==> config.mk <==
export PLATFORM = sky130hd
export DESIGN_NAME = srtf_tick_scheduler_unit
export DESIGN_NICKNAME = d
export VERILOG_FILES = /design/src/rtl/srtf_pkg.sv /design/src/rtl/srtf_tick_scheduler_unit.sv /design/src/rtl/srtf_ram.sv /design/src/rtl/srtf_ctrl.sv /design/src/rtl/srtf_dp.sv
export SDC_FILE = /design/constraint.sdc
export NUM_CORES = 2
export LEC_CHECK = 0
export ABC_AREA = 0
export BUFFER_PORTS_ARGS = -buffer_cell sky130_fd_sc_hd__buf_2
export CAP_MARGIN = 15
export CORE_MARGIN = 4
export CORE_UTILIZATION = 50
export CTS_CLUSTER_SIZE = 25
export DETAILED_ROUTE_END_ITERATION = 8
export PLACE_DENSITY = 0.66
export SYNTH_ARGS = -nofsm -noshare
export SYNTH_HDL_FRONTEND = slang
export SYNTH_SLANG_ARGS = --single-unit
export TNS_END_PERCENT = 10
==> constraint.sdc <==
create_clock -name clk_i -period 9.6 [get_ports clk_i]
set_clock_uncertainty 0.2 [all_clocks]
set_input_delay 0.96 -clock clk_i [delete_from_list [all_inputs] [get_ports clk_i]]
set_output_delay 0.96 -clock clk_i [all_outputs]
set_load 0.01 [all_outputs]
==> src/rtl/srtf_pkg.sv <==
// ----------------------------------------------------------------------------
// srtf_pkg
// Shared types, widths and helpers of the srtf tick scheduler.
// ----------------------------------------------------------------------------
package srtf_pkg;

  localparam int unsigned NUM_SLOTS_DEF = 16;
  localparam int unsigned TIME_W        = 16;
  localparam int unsigned TICK_W        = 32;
  localparam int unsigned SLOT_NUM_W    = 5;
  localparam int unsigned IN_TDATA_W    = 32;
  localparam int unsigned OUT_TDATA_W   = 104;
  localparam int unsigned BEST_W        = 17;

  localparam logic [TICK_W-1:0] TICK_MAX     = '1;
  localparam logic [BEST_W-1:0] NO_CANDIDATE = 17'd100000;

  // request kinds carried in tuser
  localparam logic REQ_LOAD = 1'b0;
  localparam logic REQ_TICK = 1'b1;

  // one process slot as kept in the slot memory
  typedef struct packed {
    logic [TICK_W-1:0] first_run;
    logic [TIME_W-1:0] remaining;
    logic [TIME_W-1:0] burst;
    logic [TIME_W-1:0] arrival;
  } slot_t;

  localparam int unsigned SLOT_W = $bits(slot_t);

  // controller to datapath
  typedef struct packed {
    logic load;
    logic scan_start;
    logic scan_rd;
    logic calc;
    logic commit;
  } cmd_t;

  // datapath to controller
  typedef struct packed {
    logic is_tick;
    logic empty;
    logic scan_last;
  } sts_t;

  function automatic logic [TICK_W-1:0] sat_inc(input logic [TICK_W-1:0] v);
    return (v == TICK_MAX) ? v : v + TICK_W'(1);
  endfunction

endpackage

==> src/rtl/srtf_tick_scheduler_unit.sv <==
// ----------------------------------------------------------------------------
// srtf_tick_scheduler_unit
// Shortest-remaining-time-first scheduler over NUM_SLOTS process slots.
// ----------------------------------------------------------------------------
//   channel  | dir | tuser           | tdata (low bit up)
//   s_axis   | in  | req_type (1=tick)| arrival_time[15:0], burst_time[15:0]
//   m_axis   | out | -               | running_slot[4:0], finished, response,
//            |     |                 | waiting, turnaround (32 bit each), 2 pad
//
// a tick walks the slot memory read port one slot per cycle over the loaded
// slots, then drains, calculates and finishes; the scan is skipped when empty
// loads produce no transaction; every tick produces one result transaction
// the result register frees the input side: a new item is taken while a
// result waits, a second result waits in the finish step until taken
// reset clears the time counter, fill count and started flags; no clear pass
// ----------------------------------------------------------------------------
module srtf_tick_scheduler_unit #(
  parameter int unsigned NUM_SLOTS = srtf_pkg::NUM_SLOTS_DEF
) (
  input  logic                             clk_i,
  input  logic                             rst_ni,
  input  logic                             s_axis_tvalid_i,
  output logic                             s_axis_tready_o,
  // arrival_time[15:0], burst_time[31:16]
  input  logic [srtf_pkg::IN_TDATA_W-1:0]  s_axis_tdata_i,
  // req_type
  input  logic                             s_axis_tuser_i,
  output logic                             m_axis_tvalid_o,
  input  logic                             m_axis_tready_i,
  // running_slot[4:0], finished[5], response_ticks[37:6],
  // waiting_ticks[69:38], turnaround_ticks[101:70], zero pad[103:102]
  output logic [srtf_pkg::OUT_TDATA_W-1:0] m_axis_tdata_o
);

  srtf_pkg::cmd_t cmd;
  srtf_pkg::sts_t sts;

  srtf_ctrl u_srtf_ctrl (
    .clk_i      (clk_i),
    .rst_ni     (rst_ni),
    .s_tvalid_i (s_axis_tvalid_i),
    .s_tready_o (s_axis_tready_o),
    .m_tvalid_o (m_axis_tvalid_o),
    .m_tready_i (m_axis_tready_i),
    .sts_i      (sts),
    .cmd_o      (cmd)
  );

  srtf_dp #(
    .NUM_SLOTS (NUM_SLOTS)
  ) u_srtf_dp (
    .clk_i     (clk_i),
    .rst_ni    (rst_ni),
    .cmd_i     (cmd),
    .sts_o     (sts),
    .s_tdata_i (s_axis_tdata_i),
    .s_tuser_i (s_axis_tuser_i),
    .m_tdata_o (m_axis_tdata_o)
  );

endmodule

==> src/rtl/srtf_ram.sv <==
// ----------------------------------------------------------------------------
// srtf_ram
// Generic single-write, single-read RAM with registered read data.
// ----------------------------------------------------------------------------
module srtf_ram #(
  parameter int unsigned WIDTH = srtf_pkg::SLOT_W,
  parameter int unsigned DEPTH = srtf_pkg::NUM_SLOTS_DEF
) (
  input  logic                     clk_i,
  input  logic                     we_i,
  input  logic [$clog2(DEPTH)-1:0] waddr_i,
  input  logic [WIDTH-1:0]         wdata_i,
  input  logic [$clog2(DEPTH)-1:0] raddr_i,
  output logic [WIDTH-1:0]         rdata_o
);

  logic [WIDTH-1:0] mem_q [DEPTH];
  logic [WIDTH-1:0] rdata_q;

  always_ff @(posedge clk_i) begin
    if (we_i) begin
      mem_q[waddr_i] <= wdata_i;
    end
    rdata_q <= mem_q[raddr_i];
  end

  assign rdata_o = rdata_q;

endmodule

==> src/rtl/srtf_ctrl.sv <==
// ----------------------------------------------------------------------------
// srtf_ctrl
// Sequencer of the scheduler: load, slot scan, result math and hand-off.
// ----------------------------------------------------------------------------
module srtf_ctrl (
  input  logic                clk_i,
  input  logic                rst_ni,
  input  logic                s_tvalid_i,
  output logic                s_tready_o,
  output logic                m_tvalid_o,
  input  logic                m_tready_i,
  input  srtf_pkg::sts_t      sts_i,
  output srtf_pkg::cmd_t      cmd_o
);

  localparam logic [2:0] ST_IDLE   = 3'd0;
  localparam logic [2:0] ST_SCAN   = 3'd1;
  localparam logic [2:0] ST_DRAIN  = 3'd2;
  localparam logic [2:0] ST_CALC   = 3'd3;
  localparam logic [2:0] ST_FINISH = 3'd4;

  logic [2:0] state_q, state_d;
  logic       out_vld_q, out_vld_d;
  logic       accept;

  assign s_tready_o = (state_q == ST_IDLE);
  assign accept     = s_tvalid_i && s_tready_o;
  assign m_tvalid_o = out_vld_q;

  always_comb begin
    state_d   = state_q;
    out_vld_d = out_vld_q;
    cmd_o     = '0;
    if (out_vld_q && m_tready_i) begin
      out_vld_d = 1'b0;
    end
    unique case (state_q)
      ST_IDLE: begin
        if (accept) begin
          if (sts_i.is_tick) begin
            cmd_o.scan_start = 1'b1;
            // nothing loaded: skip the scan, the result is idle
            state_d = sts_i.empty ? ST_CALC : ST_SCAN;
          end else begin
            cmd_o.load = 1'b1;
          end
        end
      end
      ST_SCAN: begin
        cmd_o.scan_rd = 1'b1;
        if (sts_i.scan_last) begin
          state_d = ST_DRAIN;
        end
      end
      ST_DRAIN: begin
        // last slot read is compared here
        state_d = ST_CALC;
      end
      ST_CALC: begin
        cmd_o.calc = 1'b1;
        state_d    = ST_FINISH;
      end
      ST_FINISH: begin
        if (!out_vld_q || m_tready_i) begin
          cmd_o.commit = 1'b1;
          out_vld_d    = 1'b1;
          state_d      = ST_IDLE;
        end
      end
      default: begin
        state_d = ST_IDLE;
      end
    endcase
  end

  always_ff @(posedge clk_i or negedge rst_ni) begin
    if (!rst_ni) begin
      state_q   <= ST_IDLE;
      out_vld_q <= 1'b0;
    end else begin
      state_q   <= state_d;
      out_vld_q <= out_vld_d;
    end
  end

endmodule

==> src/rtl/srtf_dp.sv <==
// ----------------------------------------------------------------------------
// srtf_dp
// Slot memory, minimum-remaining-time scan, time counter and result math.
// ----------------------------------------------------------------------------
module srtf_dp #(
  parameter int unsigned NUM_SLOTS = srtf_pkg::NUM_SLOTS_DEF
) (
  input  logic                                clk_i,
  input  logic                                rst_ni,
  input  srtf_pkg::cmd_t                      cmd_i,
  output srtf_pkg::sts_t                      sts_o,
  input  logic [srtf_pkg::IN_TDATA_W-1:0]     s_tdata_i,
  input  logic                                s_tuser_i,
  output logic [srtf_pkg::OUT_TDATA_W-1:0]    m_tdata_o
);

  localparam int unsigned IW = $clog2(NUM_SLOTS);
  localparam int unsigned CW = $clog2(NUM_SLOTS + 1);
  localparam int unsigned TW = srtf_pkg::TICK_W;
  localparam int unsigned DW = srtf_pkg::TIME_W;

  logic [TW-1:0]         now_q;
  logic [CW-1:0]         cnt_q;
  logic [NUM_SLOTS-1:0]  started_q;
  logic [IW-1:0]         scan_idx_q;
  logic                  cmp_vld_q;
  logic [IW-1:0]         cmp_idx_q;
  logic                  found_q;
  logic [srtf_pkg::BEST_W-1:0] best_val_q;
  logic [IW-1:0]         best_idx_q;
  srtf_pkg::slot_t       best_q;
  logic [TW-1:0]         fr_q, resp_q, wait_q;
  logic [DW-1:0]         rem_dec_q;
  logic                  fin_q;
  logic [srtf_pkg::OUT_TDATA_W-1:0] out_q;

  logic [DW-1:0]         arr_in, bur_in;
  logic                  full, load_wr, upd_wr, qualify;
  srtf_pkg::slot_t       rd_slot, wr_slot;
  logic [IW-1:0]         waddr;
  logic [TW-1:0]         fr, a32, ab, done, resp, wait_t, turn;
  logic [TW:0]           turn_sum;
  logic [CW-1:0]         slot_p1;
  logic [srtf_pkg::SLOT_NUM_W-1:0] slot_num;

  assign arr_in = s_tdata_i[DW-1:0];
  assign bur_in = s_tdata_i[2*DW-1:DW];

  assign full    = (cnt_q == CW'(NUM_SLOTS));
  assign load_wr = cmd_i.load && !full;
  assign upd_wr  = cmd_i.commit && found_q;

  assign sts_o.is_tick   = (s_tuser_i == srtf_pkg::REQ_TICK);
  assign sts_o.empty     = (cnt_q == '0);
  assign sts_o.scan_last = (CW'(scan_idx_q) == cnt_q - CW'(1));

  always_comb begin
    if (cmd_i.commit) begin
      waddr             = best_idx_q;
      wr_slot.first_run = fr_q;
      wr_slot.remaining = rem_dec_q;
      wr_slot.burst     = best_q.burst;
      wr_slot.arrival   = best_q.arrival;
    end else begin
      waddr             = cnt_q[IW-1:0];
      wr_slot.first_run = '0;
      wr_slot.remaining = bur_in;
      wr_slot.burst     = bur_in;
      wr_slot.arrival   = arr_in;
    end
  end

  srtf_ram #(
    .WIDTH (srtf_pkg::SLOT_W),
    .DEPTH (NUM_SLOTS)
  ) u_srtf_ram (
    .clk_i   (clk_i),
    .we_i    (load_wr || upd_wr),
    .waddr_i (waddr),
    .wdata_i (wr_slot),
    .raddr_i (scan_idx_q),
    .rdata_o (rd_slot)
  );

  // arrived, not done, and strictly shorter keeps the lowest slot on ties
  assign qualify = cmp_vld_q && (TW'(rd_slot.arrival) <= now_q) &&
                   (rd_slot.remaining != '0) &&
                   ({1'b0, rd_slot.remaining} < best_val_q);

  // result math for the chosen slot
  always_comb begin
    fr     = started_q[best_idx_q] ? best_q.first_run : now_q;
    a32    = TW'(best_q.arrival);
    resp   = (fr >= a32) ? fr - a32 : '0;
    ab     = a32 + TW'(best_q.burst);
    done   = srtf_pkg::sat_inc(now_q);
    wait_t = (done >= ab) ? done - ab : '0;
  end

  assign turn_sum = {1'b0, wait_q} + (TW + 1)'(best_q.burst);
  assign turn     = turn_sum[TW] ? srtf_pkg::TICK_MAX : turn_sum[TW-1:0];
  assign slot_p1  = CW'(best_idx_q) + CW'(1);
  assign slot_num = srtf_pkg::SLOT_NUM_W'(slot_p1);

  always_ff @(posedge clk_i or negedge rst_ni) begin
    if (!rst_ni) begin
      now_q      <= '0;
      cnt_q      <= '0;
      started_q  <= '0;
      scan_idx_q <= '0;
      cmp_vld_q  <= 1'b0;
      found_q    <= 1'b0;
      best_val_q <= srtf_pkg::NO_CANDIDATE;
    end else begin
      if (load_wr) begin
        started_q[cnt_q[IW-1:0]] <= 1'b0;
        cnt_q                    <= cnt_q + CW'(1);
      end
      cmp_vld_q <= cmd_i.scan_rd;
      if (cmd_i.scan_start) begin
        scan_idx_q <= '0;
        found_q    <= 1'b0;
        best_val_q <= srtf_pkg::NO_CANDIDATE;
      end else begin
        if (cmd_i.scan_rd) begin
          scan_idx_q <= scan_idx_q + IW'(1);
        end
        if (qualify) begin
          found_q    <= 1'b1;
          best_val_q <= {1'b0, rd_slot.remaining};
        end
      end
      if (cmd_i.commit) begin
        now_q <= srtf_pkg::sat_inc(now_q);
        if (found_q) begin
          started_q[best_idx_q] <= 1'b1;
        end
      end
    end
  end

  always_ff @(posedge clk_i) begin
    cmp_idx_q <= scan_idx_q;
    if (qualify) begin
      best_idx_q <= cmp_idx_q;
      best_q     <= rd_slot;
    end
    if (cmd_i.calc) begin
      fr_q      <= fr;
      resp_q    <= resp;
      wait_q    <= wait_t;
      rem_dec_q <= best_q.remaining - DW'(1);
      fin_q     <= (best_q.remaining == DW'(1));
    end
    if (cmd_i.commit) begin
      if (!found_q) begin
        out_q <= '0;
      end else if (fin_q) begin
        out_q <= {2'b00, turn, wait_q, resp_q, 1'b1, slot_num};
      end else begin
        out_q <= {{(srtf_pkg::OUT_TDATA_W - srtf_pkg::SLOT_NUM_W){1'b0}}, slot_num};
      end
    end
  end

  assign m_tdata_o = out_q;

endmodule

# Word-level counts from Yosys, hierarchy flattened

Memories as Yosys holds them, arrays and structs flattened. A register that Yosys moved wholly into a read port is not among the register bits.
Index checks and enable logic that the tools add are counted.

Flip-flop bits (word level): 385
Bits in latches: 0
RAM bits: 1280
ROM bits: 0
Input port bits: 37
Output and inout bits: 106
Memories kept: 1

$add $sub $neg: 10
$mul: 0
Divide/modulo/power cells: 0
Magnitude comparators: 8
Equal/unequal tests: 12
Shift operators: 0
Mux-type cells: 40
Bitwise gates (word level): 3
Reductions and logical operators: 20

Memory list:

| memory                     | depth | width | rd ports | clocked after memory_dff | write ports | line           | source |
|---|---|---|---|---|---|---|---|
| u_srtf_dp.u_srtf_ram.mem_q | 16    | 80    | 1        | 1                        | 1           | srtf_ram.sv:17 | `logic [WIDTH-1:0] mem_q [DEPTH];` |

Operators by type and width:

| cell                                                  | count |
|---|---|
| two-way mux 32 bit                                    | 3 |
| two-way mux 80 bit                                    | 1 |
| two-way mux 16 bit                                    | 3 |
| two-way mux 17 bit                                    | 2 |
| adder 32 x 16 -> 33 bit                               | 1 |
| adder 32 x 1 -> 32 bit (second input constant)        | 1 |
| equality test 32 bit (second input constant)          | 1 |
| >= comparator 32 x 16 -> 1 bit                        | 1 |
| >= comparator 32 bit                                  | 1 |
| <= comparator 16 x 32 -> 1 bit                        | 1 |
| subtractor 32 x 16 -> 32 bit                          | 1 |
| subtractor 32 bit                                     | 1 |
| adder 16 x 16 -> 17 bit                               | 1 |
| less-than comparator 16 x 17 -> 1 bit                 | 1 |
| bitwise AND 16 bit                                    | 1 |
| equality test 16 x 1 -> 1 bit (second input constant) | 1 |
| two-way mux 1 bit                                     | 16 |
| NOT 16 bit                                            | 1 |
| OR 16 bit                                             | 1 |
| nonzero test 16 bit                                   | 1 |
| subtractor 16 x 1 -> 16 bit (second input constant)   | 1 |
| one-hot mux 3 bit (5 select lines)                    | 1 |
| two-way mux 3 bit                                     | 4 |
| two-way mux 4 bit                                     | 3 |
| 25 further kinds                                      | 44 |

# Logic depth before layout (Yosys ltp)

Depth in word-level cells: 10
Gate-level depth with buffers: 21
Depth with buffers taken out: 20

# Hierarchy

A second synthesis with hierarchy kept.

Cells, all modules: 3959
Area, all modules: 70347.5 µm²

By module, submodules not included:

| module    | instances | cells an instance | area each (µm²) | sequential area each (µm²) |
|---|---|---|---|---|
| srtf_ram  | 1         | 2054              | 49433.7         | 40038.4 |
| srtf_dp   | 1         | 1884              | 20693.6         | 10968.0 |
| srtf_ctrl | 1         | 21                | 220.2           | 100.1 |

# Least setup slack after synthesis

OpenSTA, ideal clock, no wires.

Path type: register to register
Start point: reg u_srtf_dp.now_q[13]
End point: reg u_srtf_dp.best_q, in the netlist u_srtf_dp.a32[0], enable pin
Library setup time: 0.536 ns
Data arrival time: 5.483 ns
Path slack: 3.381 ns
Cell stages (with the launch flop): 10
Buffers on the path: 0
Period minus slack after synthesis: 6.219 ns
Path through: dfrtp_1 inv_1 ha_1 a21o_1 a21o_1 a21oi_1 o21ai_0 a311o_1 o211a_1 nor2_1

Longest elaborated chain between the ends: 4

Ends and longest elaborated chain:

| item                            | line           | source |
|---|---|---|
| from (decl)                     | srtf_dp.sv:22  | `logic [TW-1:0] now_q;` |
| from (signal assigned)          | srtf_dp.sv:134 | `now_q <= srtf_pkg::sat_inc(now_q);` |
| <= comparator 16 x 32 -> 1 bit  | srtf_dp.sv:86  | `assign qualify = cmp_vld_q && (TW'(rd_slot.arrival) <= now_q) &&` |
| logical AND 1 bit (2 in series) | srtf_dp.sv:86  |  |
| logical AND 1 bit               | srtf_dp.sv:87  | `(rd_slot.remaining != '0) &&` |
| via u_srtf_dp.qualify           | srtf_dp.sv:38  | `logic full, load_wr, upd_wr, qualify;` |
| to (signal assigned)            | srtf_dp.sv:146 | `best_q <= rd_slot;` |
| to (decl)                       | srtf_dp.sv:31  | `srtf_pkg::slot_t best_q;` |

The timed path passes the listed nets, and every way through them passes these cells.
A chain may end at the register's enable or synchronous reset.

# Worst setup path in the final report

Start point: reg u_srtf_dp.best_idx_q[0]
End point: reg u_srtf_dp.resp_q[13], data pin

Longest elaborated chain between the ends: 4
Elaborated cells between the ends (all ways): 5
Those cells by class: add/sub (1); order compare (1); mux (3)

Ends and longest elaborated chain:

| item                                                                           | line           | source |
|---|---|---|
| from (decl)                                                                    | srtf_dp.sv:30  | `logic [IW-1:0] best_idx_q;` |
| from (signal assigned)                                                         | srtf_dp.sv:145 | `best_idx_q <= cmp_idx_q;` |
| binary-select mux 1 bit (select 4 bit) *                                       | srtf_dp.sv:92  | `fr = started_q[best_idx_q] ? best_q.first_run : now_q;` |
| two-way mux 1 bit (not written as such) *                                      | srtf_dp.sv:92  |  |
| two-way mux 32 bit *                                                           | srtf_dp.sv:92  |  |
| subtractor 32 x 16 -> 32 bit or >= comparator 32 x 16 -> 1 bit (tied branches) | srtf_dp.sv:94  | `resp = (fr >= a32) ? fr - a32 : '0;` |
| to (signal assigned)                                                           | srtf_dp.sv:150 | `resp_q <= resp;` |
| to (decl)                                                                      | srtf_dp.sv:32  | `logic [TW-1:0] fr_q, resp_q, wait_q;` |

Mark *: on every way between the ends. The rest lies on a longest branch, timed or not. The select of a mux whose other input is x is not followed.

==> flow_metrics.py <==
metrics = {
    "critical_path": {
        "slowest_delay_ns": 0.82,
        "endpoint_kind": "register",
        "r2r_setup_slack_ns": 3.28,
        "start_kind": "register",
        "worstRegToRegCells": 15,
        "cp_num_buf_inv": 2,
        "crit_arrival_ns": 6.68,
        "crit_family": "multiplexers",
        "r2r_start": "u_srtf_dp.best_idx_q[0]$_DFFE_PP_",
        "path_cells": "mux4_2 > mux4_2 > mux2i_1 > ha_1 > inv_1 > fa_1 > a21o_1 > a221o_1 > o21ba_2 > a2111o_1 > or3_1 > nor4_4 > buf_4 > or3_1 > a21oi_1",
        "worst-setup-path-type": "reg -> reg",
        "cp-startpoint": "u_srtf_dp.best_idx_q[0]$_DFFE_PP_",
        "required_ns": 9.96,
        "cp.depth": 15,
        "slowest_stage": "mux4_2",
        "worst-path-max-fanout": 32,
    },
    "floorplan": {
        "fp.coreArea_um2": 139900,
        "fp.dieH_um": 383.9,
        "io_pins": 143,
        "rows": 137,
        "start_util_pct": 50.50,
        "die_w_um": 383.9,
        "die_area_um2": 147400,
    },
    "clock_tree": {
        "clockBufferDepth": 3,
        "numCtsBuffers": 175,
        "insertion_delay_ns": 0.82,
        "htree_num_levels": 4,
        "cts_sinks": 1743,
        "root_buffer": "clkbuf_16",
        "cts_setup_buffers": 0,
        "clkSlewWorstSetupHoldPaths_ns": 0.07,
        "ctsResizeCount": 0,
        "cts_tree": "done",
    },
    "synth": {
        "synth_top_family_by_area": "multiplexers",
        "async_flop_share_pct": 4.590,
        "yosysWarnings": 0,
        "yosysSeqAreaShare_pct": 72.35,
        "ys_types": 89,
        "synth_ff_type": "edfxtp_1",
        "muxShareOfSynthArea_pct": 13.17,
        "synth-xor-area-share_pct": 1.897,
        "synthSimpleGateAreaFrac_pct": 5.716,
        "synthAdderAreaFrac_pct": 2.026,
        "synth_enable_flop_cells": 1579,
        "synth_compound_area_share_pct": 3.340,
        "ys_ff_latch": 1743,
        "netlist_instances": 3888,
        "avgSynthCellArea_um2": 18.17,
        "syn_area_um2": 70640,
    },
    "routing": {
        "drt_iter0_drc": 4248,
        "dr_total_vias": 37420,
        "drc": 0,
        "viasPerCell": 6.099,
        "wirelength_um": 174800,
        "wl_per_cell_um": 28.49,
        "firstDrtPassIters": 5,
        "ant_nets": 0,
    },
    "timing": {
        "hold_viol": 0,
        "setup_tns_ns": 0,
        "rsz0062_at_grt": "no",
        "timing.final.crit_share_pct": 65.88,
        "fin_crit_ns": 6.324,
        "slew_violations": 0,
        "tightest_slew_ns": 1.146,
        "relSlewSlack_pct": 23.27,
        "max_freq_ghz": 0.1581,
        "final-setup-viol-count": 0,
    },
    "pwr": {
        "p_leak_nw": 26.85,
        "powerDensity_nw_per_um2": 312.4,
        "ir_worst_vdd_mv": 0.2961,
    },
    "worst_hold_path": {
        "hp-start": "u_srtf_dp.u_srtf_ram.rdata_o[69]$_DFF_P_",
        "hold_path_class": "reg -> reg",
        "holdPathStages": 0,
    },
    "layout": {
        "diodes": 0,
        "final_util_pct": 57.02,
        "fin_nets": 4258,
        "area_growth_syn_to_layout_pct": 12.90,
        "layout_common_cells": "1579 x edfxtp_1, 405 x mux4_2, 264 x nand2_1",
        "layout_commonest_cell": "edfxtp_1",
        "drive_gt1_share_pct": 22.42,
        "n_fill_cell": 10540,
    },
    "global_routing": {
        "grt_use_total_pct": 23.92,
        "grt_pass1_vias": 36970,
        "grt_max_degree": 145,
        "antenna_found_initial": 2,
        "gr-total-overflow": 0,
        "grt_first_pass_wirelength_um": 256400,
    },
    "placement": {
        "port_buffers": 140,
        "routabilityCongestion": 0.8927,
        "dp_hpwl_um": 105600,
    },
    "flow_run": {
        "cap_violations": 0,
    },
    "status": {
        "outcome": "completed",
    },
}
## layer usage
layer	wire length, µm	GRT usage, %	part of all wire [%]
met1	74450	35.59	43
met2	82460	36.98	47
met3	13280	3.970	7.6
met4	4619	6.771	2.6
met5	0	0	0
## flip-flops by register name (all words and copies together) (netlist names), 5 cells and up
register,cells
u_srtf_dp.a32,16
u_srtf_dp.best_q,64
u_srtf_dp.best_val_q,17
u_srtf_dp.cnt_q,5
u_srtf_dp.fr_q,32
u_srtf_dp.m_tdata_o,102
u_srtf_dp.now_q,32
u_srtf_dp.rem_dec_q,16
u_srtf_dp.resp_q,32
u_srtf_dp.started_q,16
u_srtf_dp.u_srtf_ram.mem_q,1280
u_srtf_dp.u_srtf_ram.rdata_o,80
u_srtf_dp.wait_q,32
## area by class of cell
cell class                      instances  area (µm²)  share of cell area [%]
Inverter                               89       341.6                  0.4283
Clock buffer                          235        4786                   6.001
Tap cell                             1876        2347                   2.943
Sequential cell                      1743       51120                   64.10
Multi-Input combinational cell       1879       18640                   23.37
Timing Repair Buffer                  221        1364                   1.710
Clock inverter                         92        1152                   1.445
## synthesized netlist by cell type, types with 4 or more instances
master       n  area [µm²]
edfxtp_1  1579       47420
mux4_2     405        9121
nand2_1    264       991.0
nor2_1     166       623.1
clkbuf_1   122       457.9
ha_1       108        1351
o21ai_0    108       540.5
xnor2_1     97       849.6
a21oi_1     92       460.4
inv_1       86       322.8
and3_1      84       525.5
dfxtp_1     84        1682
dfrtp_1     74        1852
nand3_1     62       310.3
nor3_1      56       280.3
xor2_1      56       490.5
and2_1      39       244.0
nand4_1     34       212.7
buf_1       29       108.9
a21o_1      28       210.2
nor4_1      22       137.6
nand2b_1    19       118.9
buf_2       18       90.09
or3_1       16       100.1
a31oi_1     15       93.84
nor2b_1     14       87.58
mux2i_1     13       130.1
o21a_1      13       97.59
o31ai_1     11       82.58
o211ai_1    10       75.07
o21bai_1    10       75.07
or2_2       10       62.56
buf_4        8       60.06
a21boi_0     7       52.55
nor3b_1      7       52.55
o31a_1       7       61.31
a211oi_1     6       45.04
and4_1       6       52.55
dfstp_2      6       157.7
a311oi_1     5       43.79
o311a_1      5       50.05
a2111o_1     4       45.04
a31o_2       4       35.03
fa_1         4       80.08
or4_1        4       30.03
## kinds of logic after synthesis
family	Yosys count
multiplexers	422
AO/OA/AOI/OAI	366
buffers and inverters	267
AND/OR/NAND/NOR	824
other	1
flip-flops	1743
XOR/XNOR	153
adder cells (fa/ha/maj)	112
## path summary, 6_finish.rpt
kind,end
max,u_srtf_dp.resp_q[13]$_SDFFCE_PN0P_
min,u_srtf_dp.best_q[69]$_DFFE_PP_
max reg2reg,u_srtf_dp.resp_q[13]$_SDFFCE_PN0P_
min reg2reg,u_srtf_dp.best_q[69]$_DFFE_PP_
max in group asynchronous,u_srtf_dp.scan_idx_q[3]$_DFFE_PN0P_
min in group asynchronous,u_srtf_dp.now_q[28]$_DFFE_PN0P_
## worst reg2reg max path: cells and delay by family, from the launching register on
kind / cells / cell delay (ns)
AO/OA/AOI/OAI: 5 / 1.41
adder cells (fa/ha/maj): 2 / 0.65
buffers and inverters: 2 / 0.44
flip-flops: 1 / 0.64
multiplexers: 3 / 1.79
AND/OR/NAND/NOR: 3 / 0.94
## power breakdown
part	total, W	internal [W]	switching, W	leakage [nW]
registers	0.0106	0.00977	0.000806	16.1
logic	0.00736	0.00315	0.00421	7.92
clock network	0.00698	0.00405	0.00293	2.86
total	0.0249	0.0170	0.00795	26.8
## metrics by stage
stage | power [W] | instance area [µm²] | std cells | setup WS, ns | hold slack, ns
after floorplan | 0.01572 | 70650 | 3889 | 3.381 | 0.1454
after global placement | 0.01800 | 73810 | 5807 | 3.001 | 0.1869
after detailed placement | 0.01805 | 73810 | 5807 | 3.033 | 0.1887
after CTS | 0.02503 | 79750 | 6135 | 3.275 | 0.2019
after global routing | 0.02613 | 79750 | 6135 | 2.992 | 0.2073
final | 0.02491 | 79750 | 6135 | 3.276 | 0.2025
## timing repair
item,in CTS,in global routing
endpoints found under the setup margin,0,0
hold buffers,1,0
endpoints found under the hold margin,32,0
No activity file was read; power rests on OpenSTA's default activity.
